==> config.mk <==
export PLATFORM = sky130hd
export DESIGN_NAME = ascii_tuning_command_parser
export DESIGN_NICKNAME = d
export VERILOG_FILES = /design/src/rtl/atcp_pkg.sv /design/src/rtl/ascii_tuning_command_parser.sv
export SDC_FILE = /design/constraint.sdc
export NUM_CORES = 1
export LEC_CHECK = 0
export BUFFER_PORTS_ARGS = -buffer_cell sky130_fd_sc_hd__buf_2
export CAP_MARGIN = 20
export CORE_ASPECT_RATIO = 0.7
export CORE_MARGIN = 3
export CORE_UTILIZATION = 30
export CTS_BUF_LIST = sky130_fd_sc_hd__clkbuf_8
export CTS_CLUSTER_DIAMETER = 80
export DETAILED_ROUTE_END_ITERATION = 10
export HOLD_SLACK_MARGIN = 0.05
export PLACE_DENSITY_LB_ADDON = 0.08
export RECOVER_POWER = 25
export SETUP_SLACK_MARGIN = 0.05
export SYNTH_ARGS = -nofsm -noshare
export SYNTH_HDL_FRONTEND = slang
export SYNTH_SLANG_ARGS = --single-unit
==> constraint.sdc <==
create_clock -name clk -period 5.8 [get_ports clk]
set_input_delay 0.58 -clock clk [delete_from_list [all_inputs] [get_ports clk]]
set_output_delay 0.58 -clock clk [all_outputs]
set_load 0.05 [all_outputs]
==> src/rtl/atcp_pkg.sv <==
// Shared types, character codes and command table for the ASCII tuning command parser.
`timescale 1ns / 1ps

package atcp_pkg;

    localparam int VALUE_MAX_LEN = 12;
    localparam int LEN_W = $clog2(VALUE_MAX_LEN + 1);

    localparam int MANT_W = 40;
    localparam int FRAC_W = 4;
    localparam int CMD_W = 3;
    localparam int CMD_COUNT = 6;

    localparam logic [MANT_W-1:0] MANT_MAX = MANT_W'(64'd999999999999);
    // The largest mantissa that can take one more digit without passing the maximum.
    // It is the same for every digit value because the maximum ends in nine.
    localparam logic [MANT_W-1:0] MANT_THR = MANT_W'(64'd999999999999 / 64'd10);
    localparam logic [FRAC_W-1:0] FRAC_MAX = '1;

    localparam logic [7:0] CH_NUL = 8'h00;
    localparam logic [7:0] CH_PLUS = 8'h2B;
    localparam logic [7:0] CH_MINUS = 8'h2D;
    localparam logic [7:0] CH_POINT = 8'h2E;
    localparam logic [7:0] CH_ZERO = 8'h30;
    localparam logic [7:0] CH_NINE = 8'h39;
    localparam logic [7:0] CH_A = 8'h41;
    localparam logic [7:0] CH_B = 8'h42;
    localparam logic [7:0] CH_I = 8'h49;
    localparam logic [7:0] CH_P = 8'h50;
    localparam logic [7:0] CH_T = 8'h54;
    localparam logic [7:0] CH_V = 8'h56;

    typedef enum logic [2:0] {
        FP_HEAD1  = 3'd0,
        FP_HEAD2  = 3'd1,
        FP_CMD1   = 3'd2,
        FP_CMD2   = 3'd3,
        FP_VALUE  = 3'd4,
        FP_TAIL2  = 3'd5
    } frame_phase_t;

    typedef enum logic [2:0] {
        NP_START = 3'd0,
        NP_INT   = 3'd1,
        NP_FRAC  = 3'd2,
        NP_END   = 3'd3,
        NP_BAD   = 3'd4
    } number_phase_t;

    typedef enum logic [1:0] {
        KIND_VOLT_PI = 2'd0,
        KIND_CURR_PI = 2'd1,
        KIND_TARGET  = 2'd2
    } update_kind_t;

    typedef struct packed {
        logic             hit;
        logic [CMD_W-1:0] index;
        update_kind_t     kind;
    } cmd_match_t;

    localparam logic [7:0] CMD_FIRST [CMD_COUNT] = '{CH_V, CH_V, CH_I, CH_I, CH_V, CH_I};
    localparam logic [7:0] CMD_SECOND [CMD_COUNT] = '{CH_P, CH_I, CH_P, CH_I, CH_T, CH_T};
    localparam update_kind_t CMD_KIND [CMD_COUNT] = '{
        KIND_VOLT_PI, KIND_VOLT_PI, KIND_CURR_PI, KIND_CURR_PI, KIND_TARGET, KIND_TARGET
    };

    function automatic cmd_match_t cmd_lookup(input logic [7:0] first, input logic [7:0] second);
        cmd_match_t m;
        m.hit = 1'b0;
        m.index = '0;
        m.kind = KIND_VOLT_PI;
        for (int i = 0; i < CMD_COUNT; i++) begin
            if (!m.hit && first == CMD_FIRST[i] && second == CMD_SECOND[i]) begin
                m.hit = 1'b1;
                m.index = CMD_W'(i);
                m.kind = CMD_KIND[i];
            end
        end
        return m;
    endfunction

endpackage

==> src/rtl/ascii_tuning_command_parser.sv <==
// Top level of the ASCII tuning command parser: frame tracking, value parsing and command match.
//
//  channel | direction | handshake           | payload
//  --------+-----------+---------------------+------------------------------------------------
//  in      | input     | in_valid / in_stall | rx_byte, converter_in_error
//  out     | output    | out_valid/out_stall | command_index, value_mantissa, fraction_digits,
//          |           |                     | update_kind, request_wait_change
//
// Each byte word is taken into an input register and is parsed from there by the frame and
// number logic, whose critical path is the times-ten update of the 40-bit mantissa. A new
// byte can be accepted in every cycle while no stalled result word holds the input, and a
// result word is loaded into the output register at the edge that ends the parse of the
// closing byte. Reset clears all parser state.
// While a result word waits with out_stall high, parsing of further bytes pauses and in_stall
// rises once the input register is full.
`timescale 1ns / 1ps

module ascii_tuning_command_parser
    import atcp_pkg::*;
(
    input  logic              clk,
    input  logic              rst_n,
    input  logic              in_valid,
    output logic              in_stall,
    input  logic [7:0]        rx_byte,
    input  logic              converter_in_error,
    output logic              out_valid,
    input  logic              out_stall,
    output logic [CMD_W-1:0]  command_index,
    output logic [MANT_W-1:0] value_mantissa,
    output logic [FRAC_W-1:0] fraction_digits,
    output logic [1:0]        update_kind,
    output logic              request_wait_change
);

    logic              in_full_reg;
    logic [7:0]        byte_reg;
    logic              err_reg;

    frame_phase_t      frame_reg, frame_next;
    logic [7:0]        first_reg, first_next;
    logic [7:0]        second_reg, second_next;
    logic [LEN_W-1:0]  length_reg, length_next;
    logic [MANT_W-1:0] acc_reg, acc_next;
    logic [FRAC_W-1:0] frac_reg, frac_next;
    number_phase_t     number_reg, number_next;
    logic              saw_reg, saw_next;
    logic              neg_reg, neg_next;

    logic              out_valid_reg;
    logic [CMD_W-1:0]  index_reg;
    logic [MANT_W-1:0] mant_reg;
    logic [FRAC_W-1:0] digits_reg;
    update_kind_t      kind_reg;
    logic              wait_reg;

    logic              fire;
    logic              result_hit;
    cmd_match_t        match;
    logic              is_digit;
    logic [MANT_W-1:0] acc_times10;
    logic              acc_over;

    assign fire = in_full_reg && (!out_valid_reg || !out_stall);
    assign in_stall = in_full_reg && !fire;

    always_ff @(posedge clk or negedge rst_n)
    begin
        if (!rst_n)
        begin
            in_full_reg <= 1'b0;
        end
        else if (!in_full_reg || fire)
        begin
            in_full_reg <= in_valid;
        end
    end

    always_ff @(posedge clk)
    begin
        if ((!in_full_reg || fire) && in_valid)
        begin
            byte_reg <= rx_byte;
            err_reg <= converter_in_error;
        end
    end

    assign match = cmd_lookup(first_reg, second_reg);
    assign is_digit = (byte_reg >= CH_ZERO) && (byte_reg <= CH_NINE);
    assign acc_over = acc_reg > MANT_THR;
    assign acc_times10 = {acc_reg[MANT_W-4:0], 3'b000} + {acc_reg[MANT_W-2:0], 1'b0}
                       + MANT_W'(byte_reg[3:0]);

    always_comb
    begin
        frame_next = frame_reg;
        first_next = first_reg;
        second_next = second_reg;
        length_next = length_reg;
        acc_next = acc_reg;
        frac_next = frac_reg;
        number_next = number_reg;
        saw_next = saw_reg;
        neg_next = neg_reg;
        result_hit = 1'b0;

        unique case (frame_reg)
            FP_HEAD1:
            begin
                if (byte_reg == CH_A)
                begin
                    frame_next = FP_HEAD2;
                end
            end
            FP_HEAD2:
            begin
                frame_next = (byte_reg == CH_A) ? FP_CMD1 : FP_HEAD1;
            end
            FP_CMD1:
            begin
                first_next = byte_reg;
                frame_next = FP_CMD2;
            end
            FP_CMD2:
            begin
                second_next = byte_reg;
                length_next = '0;
                acc_next = '0;
                frac_next = '0;
                number_next = NP_START;
                saw_next = 1'b0;
                neg_next = 1'b0;
                frame_next = FP_VALUE;
            end
            FP_VALUE:
            begin
                priority if (byte_reg == CH_B)
                begin
                    frame_next = FP_TAIL2;
                end
                else if (length_reg < LEN_W'(VALUE_MAX_LEN))
                begin
                    length_next = LEN_W'(length_reg + 1'b1);
                    unique case (number_reg)
                        NP_START:
                        begin
                            priority if (byte_reg == CH_MINUS)
                            begin
                                neg_next = 1'b1;
                                number_next = NP_INT;
                            end
                            else if (byte_reg == CH_PLUS)
                            begin
                                number_next = NP_INT;
                            end
                            else if (is_digit)
                            begin
                                saw_next = 1'b1;
                                acc_next = acc_over ? MANT_MAX : acc_times10;
                                number_next = NP_INT;
                            end
                            else if (byte_reg == CH_POINT)
                            begin
                                number_next = NP_FRAC;
                            end
                            else if (byte_reg == CH_NUL)
                            begin
                                number_next = NP_END;
                            end
                            else
                            begin
                                number_next = NP_BAD;
                            end
                        end
                        NP_INT:
                        begin
                            priority if (is_digit)
                            begin
                                saw_next = 1'b1;
                                acc_next = acc_over ? MANT_MAX : acc_times10;
                            end
                            else if (byte_reg == CH_POINT)
                            begin
                                number_next = NP_FRAC;
                            end
                            else if (byte_reg == CH_NUL)
                            begin
                                number_next = NP_END;
                            end
                            else
                            begin
                                number_next = NP_BAD;
                            end
                        end
                        NP_FRAC:
                        begin
                            priority if (is_digit)
                            begin
                                saw_next = 1'b1;
                                // A fraction digit that does not fit is dropped.
                                if (!acc_over)
                                begin
                                    acc_next = acc_times10;
                                    if (frac_reg != FRAC_MAX)
                                    begin
                                        frac_next = FRAC_W'(frac_reg + 1'b1);
                                    end
                                end
                            end
                            else if (byte_reg == CH_NUL)
                            begin
                                number_next = NP_END;
                            end
                            else
                            begin
                                number_next = NP_BAD;
                            end
                        end
                        default:
                        begin
                            number_next = number_reg;
                        end
                    endcase
                end
                else
                begin
                    frame_next = FP_HEAD1;
                    length_next = '0;
                end
            end
            FP_TAIL2:
            begin
                result_hit = (byte_reg == CH_B) && (number_reg != NP_BAD) && saw_reg
                           && !(neg_reg && acc_reg != '0) && match.hit;
                frame_next = FP_HEAD1;
                length_next = '0;
            end
            default:
            begin
                frame_next = FP_HEAD1;
                length_next = '0;
            end
        endcase
    end

    always_ff @(posedge clk or negedge rst_n)
    begin
        if (!rst_n)
        begin
            frame_reg <= FP_HEAD1;
            first_reg <= '0;
            second_reg <= '0;
            length_reg <= '0;
            acc_reg <= '0;
            frac_reg <= '0;
            number_reg <= NP_START;
            saw_reg <= 1'b0;
            neg_reg <= 1'b0;
        end
        else if (fire)
        begin
            frame_reg <= frame_next;
            first_reg <= first_next;
            second_reg <= second_next;
            length_reg <= length_next;
            acc_reg <= acc_next;
            frac_reg <= frac_next;
            number_reg <= number_next;
            saw_reg <= saw_next;
            neg_reg <= neg_next;
        end
    end

    always_ff @(posedge clk or negedge rst_n)
    begin
        if (!rst_n)
        begin
            out_valid_reg <= 1'b0;
        end
        else if (fire && result_hit)
        begin
            out_valid_reg <= 1'b1;
        end
        else if (!out_stall)
        begin
            out_valid_reg <= 1'b0;
        end
    end

    always_ff @(posedge clk)
    begin
        if (fire && result_hit)
        begin
            index_reg <= match.index;
            mant_reg <= acc_reg;
            digits_reg <= frac_reg;
            kind_reg <= match.kind;
            wait_reg <= (match.kind == KIND_TARGET) && !err_reg;
        end
    end

    assign out_valid = out_valid_reg;
    assign command_index = index_reg;
    assign value_mantissa = mant_reg;
    assign fraction_digits = digits_reg;
    assign update_kind = kind_reg;
    assign request_wait_change = wait_reg;

endmodule

==> flow_summary.yaml <==
run_status:
  status: "finished clean"
routing:
  first_pass_iters: 5
  viasPerCell: 5.34
  post_drt_wl_per_cell_um: 19.0
  route.detailed.drc: 0
  drtIter0Drc: 411
  vias: 6203
  drt_wl_total_mm: 22.1
  ant_nets: 0
run:
  cap_violations: 0
power:
  p_sw_frac: 0.228
  ir_drop_mv: 0.128
  cellPowerDensity_nw_per_um2: 215
  switchingPower_uw: 440
  seq_power_share: 0.517
  p_int_uw: 1490
  pwr-share-comb: 0.016
  totalPowerFinal_uw: 1930
  leakage_uw: 0.00450
  p_clk_frac: 0.467
place:
  post-place-ws_ns: 1.92
  dpl.hpwl_mm: 15.8
  portBuffers: 64
  placed_cells: 1128
  place.gp.congestion: 0.880
synth:
  syn_area_um2: 7830
  async_reset_ff_frac: 0.556
  synth.yosys.warnings: 0
  synth_edf_count: 59
  yosysTopAreaCell: "dfrtp_1"
  ys.flop_type: "dfrtp_1"
  synth_top_cell_area_share: 0.236
  synth-seq-cells: 133
  syn_avg_cell_area_um2: 10.3
  synth.distinct_cells: 65
  syn-num-nets: 848
  synth.area.top_cells: "dfrtp_1 (24%), edfxtp_1 (23%), ha_1 (12%)"
  syn_inst: 757
  yosysSeqAreaShare: 0.463
sta:
  hold_violations: 0
  setup_viol: 0
  grt_setup_unrepaired: "no"
  finalClockSkew_ns: 0.0161
  fin_crit_sh: 0.676
  fmax_mhz: 255
  setup-tns-final_ns: 0
  tightest_slew_ns: 1.05
  setup_ws_ns: 1.88
  max_slew_margin: 0.299
  slew_violations: 0
  finalCriticalPeriod_ns: 3.92
worst_hold_path:
  min_path_type: "input pin to flip-flop"
  whs_path_depth: 1
layout:
  layout_common_cells: "nand2_1 (110), ha_1 (76), dfrtp_1 (74)"
  drive_above_1_share: 0.146
  finalNonFillerCells: 1162
  fin_nets: 915
  synthToLayoutAreaGrowth_pct: 14.7
  final_common_cell: "nand2_1"
  n_antenna_cell: 0
grt:
  antenna_found_initial: 0
  grt_overflow: 0
  grt_pass1_wl_mm: 35.2
  grt_usage: 0.162
  grt_max_degree: 75
  grt_pass1_vias: 5963
setup_path:
  worstSetupStartpointType: "flip-flop"
  end_kind: "flip-flop"
  worstSetupPathType: "flip-flop to flip-flop"
  required_ns: 6.14
  worstPathMaxFanout: 6
  r2r_cells: 12
  arrival_ns: 4.26
die:
  die_height_um: 141
  die_w_um: 199
  initial_core_util: 0.311
  coreArea_um2: 25200
  io_pins: 65
  fp.dieArea_um2: 28100
  rows: 48
cts:
  cts_max_level: 4
  postCtsHoldBufs: 0
  cts_tree: "built"
  root_buffer: "clkbuf_8"
  cts_setup_buffers: 0
  clk_pin_slew_worst_paths_ns: 0.09
  clock_path_buffers: 2
  clk_latency_ns: 0.45
  cts.sinks: 133
  cts_resized: 0
  cts-buffers-inserted: 17
-- kinds of logic (layout without fill, tap and decap cells) --
logic type      count (synthesis)  count (layout)  share of synthesized area
simple gates                  258             258                      0.162
buf+inv                        40             120                     0.0220
flops                         133             133                      0.463
fa+ha+maj                      78              78                      0.127
mux                            12              12                     0.0169
compound gates                203             203                      0.173
xor+xnor                       33              33                     0.0369
-- synth_stat cells (12+ instances only) --
cell type  number
a21oi_1        45
xnor2_1        17
a21o_1         20
a22o_1         21
o21ai_0        52
ha_1           76
inv_1          18
nor2_1         37
edfxtp_1       59
xor2_1         16
clkbuf_1       14
nor4_1         12
nand3_1        18
dfrtp_1        74
nand2_1       110
-- critical path: stages (launching register included) --
cell	delay, ns
edfxtp_1	0.51
fa_1	0.61
inv_1	0.07
fa_1	0.45
nor2b_1	0.18
o211ai_1	0.15
a31o_2	0.28
o21ai_0	0.50
a22oi_1	0.23
o31ai_1	0.39
o31ai_1	0.13
xnor2_1	0.14
a21o_1	0.17
-- per-layer routing --
| layer | track usage | share of wire |
|---|---|---|
| met5 | 0 | 0 |
| met4 | 0.0366 | 0.0096 |
| met2 | 0.209 | 0.39 |
| met1 | 0.271 | 0.55 |
| met3 | 0.0272 | 0.050 |
-- worst paths after layout --
path / from / end / slack, ns
worst max-delay path: byte_reg[3]$_DFFE_PP_ / acc_reg[38]$_DFFE_PN0P_ / 1.88
worst min-delay path: converter_in_error / err_reg$_DFFE_PP_ / 0.30
worst max register to register: byte_reg[3]$_DFFE_PP_ / acc_reg[38]$_DFFE_PN0P_ / 1.88
worst min register to register: second_reg[6]$_DFFE_PN0P_ / second_reg[6]$_DFFE_PN0P_ / 0.48
max in group asynchronous: rst_n / saw_reg$_DFFE_PN0P_ / 4.21
min in group asynchronous: rst_n / acc_reg[24]$_DFFE_PN0P_ / 0.74
-- power groups by stage --
| stage | clock network [uW] | registers, uW | logic (uW) |
|---|---|---|---|
| global placement | 0 | 1020 | 28.8 |
| detailed placement | 0 | 1020 | 29.4 |
| CTS | 929 | 995 | 29.7 |
| finish | 900 | 995 | 31.2 |
| floorplan | 0 | 1010 | 12.1 |
| global route | 965 | 996 | 35.7 |
-- cell type report --
| type | count | area [um2] |
|---|---|---|
| fillers | 2523 | 16200 |
| multi-input cells | 584 | 4060 |
| flip-flops and latches | 133 | 3620 |
| well taps | 325 | 407 |
| repair buffers | 70 | 387 |
| clock buffers | 19 | 262 |
| clock inverters | 13 | 180 |
| inverters | 18 | 67.6 |
-- per-stage QoR --
step | instance area (um2) | util | hold slack, ns
2_1_floorplan | 7830 | - | 0.284
3_3_place_gp | 8510 | 0.338 | 0.457
3_5_place_dp | 8510 | 0.338 | 0.464
4_1_cts | 8950 | 0.356 | 0.267
5_1_grt | 8980 | 0.357 | 0.270
6_report | 8980 | 0.357 | 0.299
Note: power is estimated with default switching activity, not from simulation.
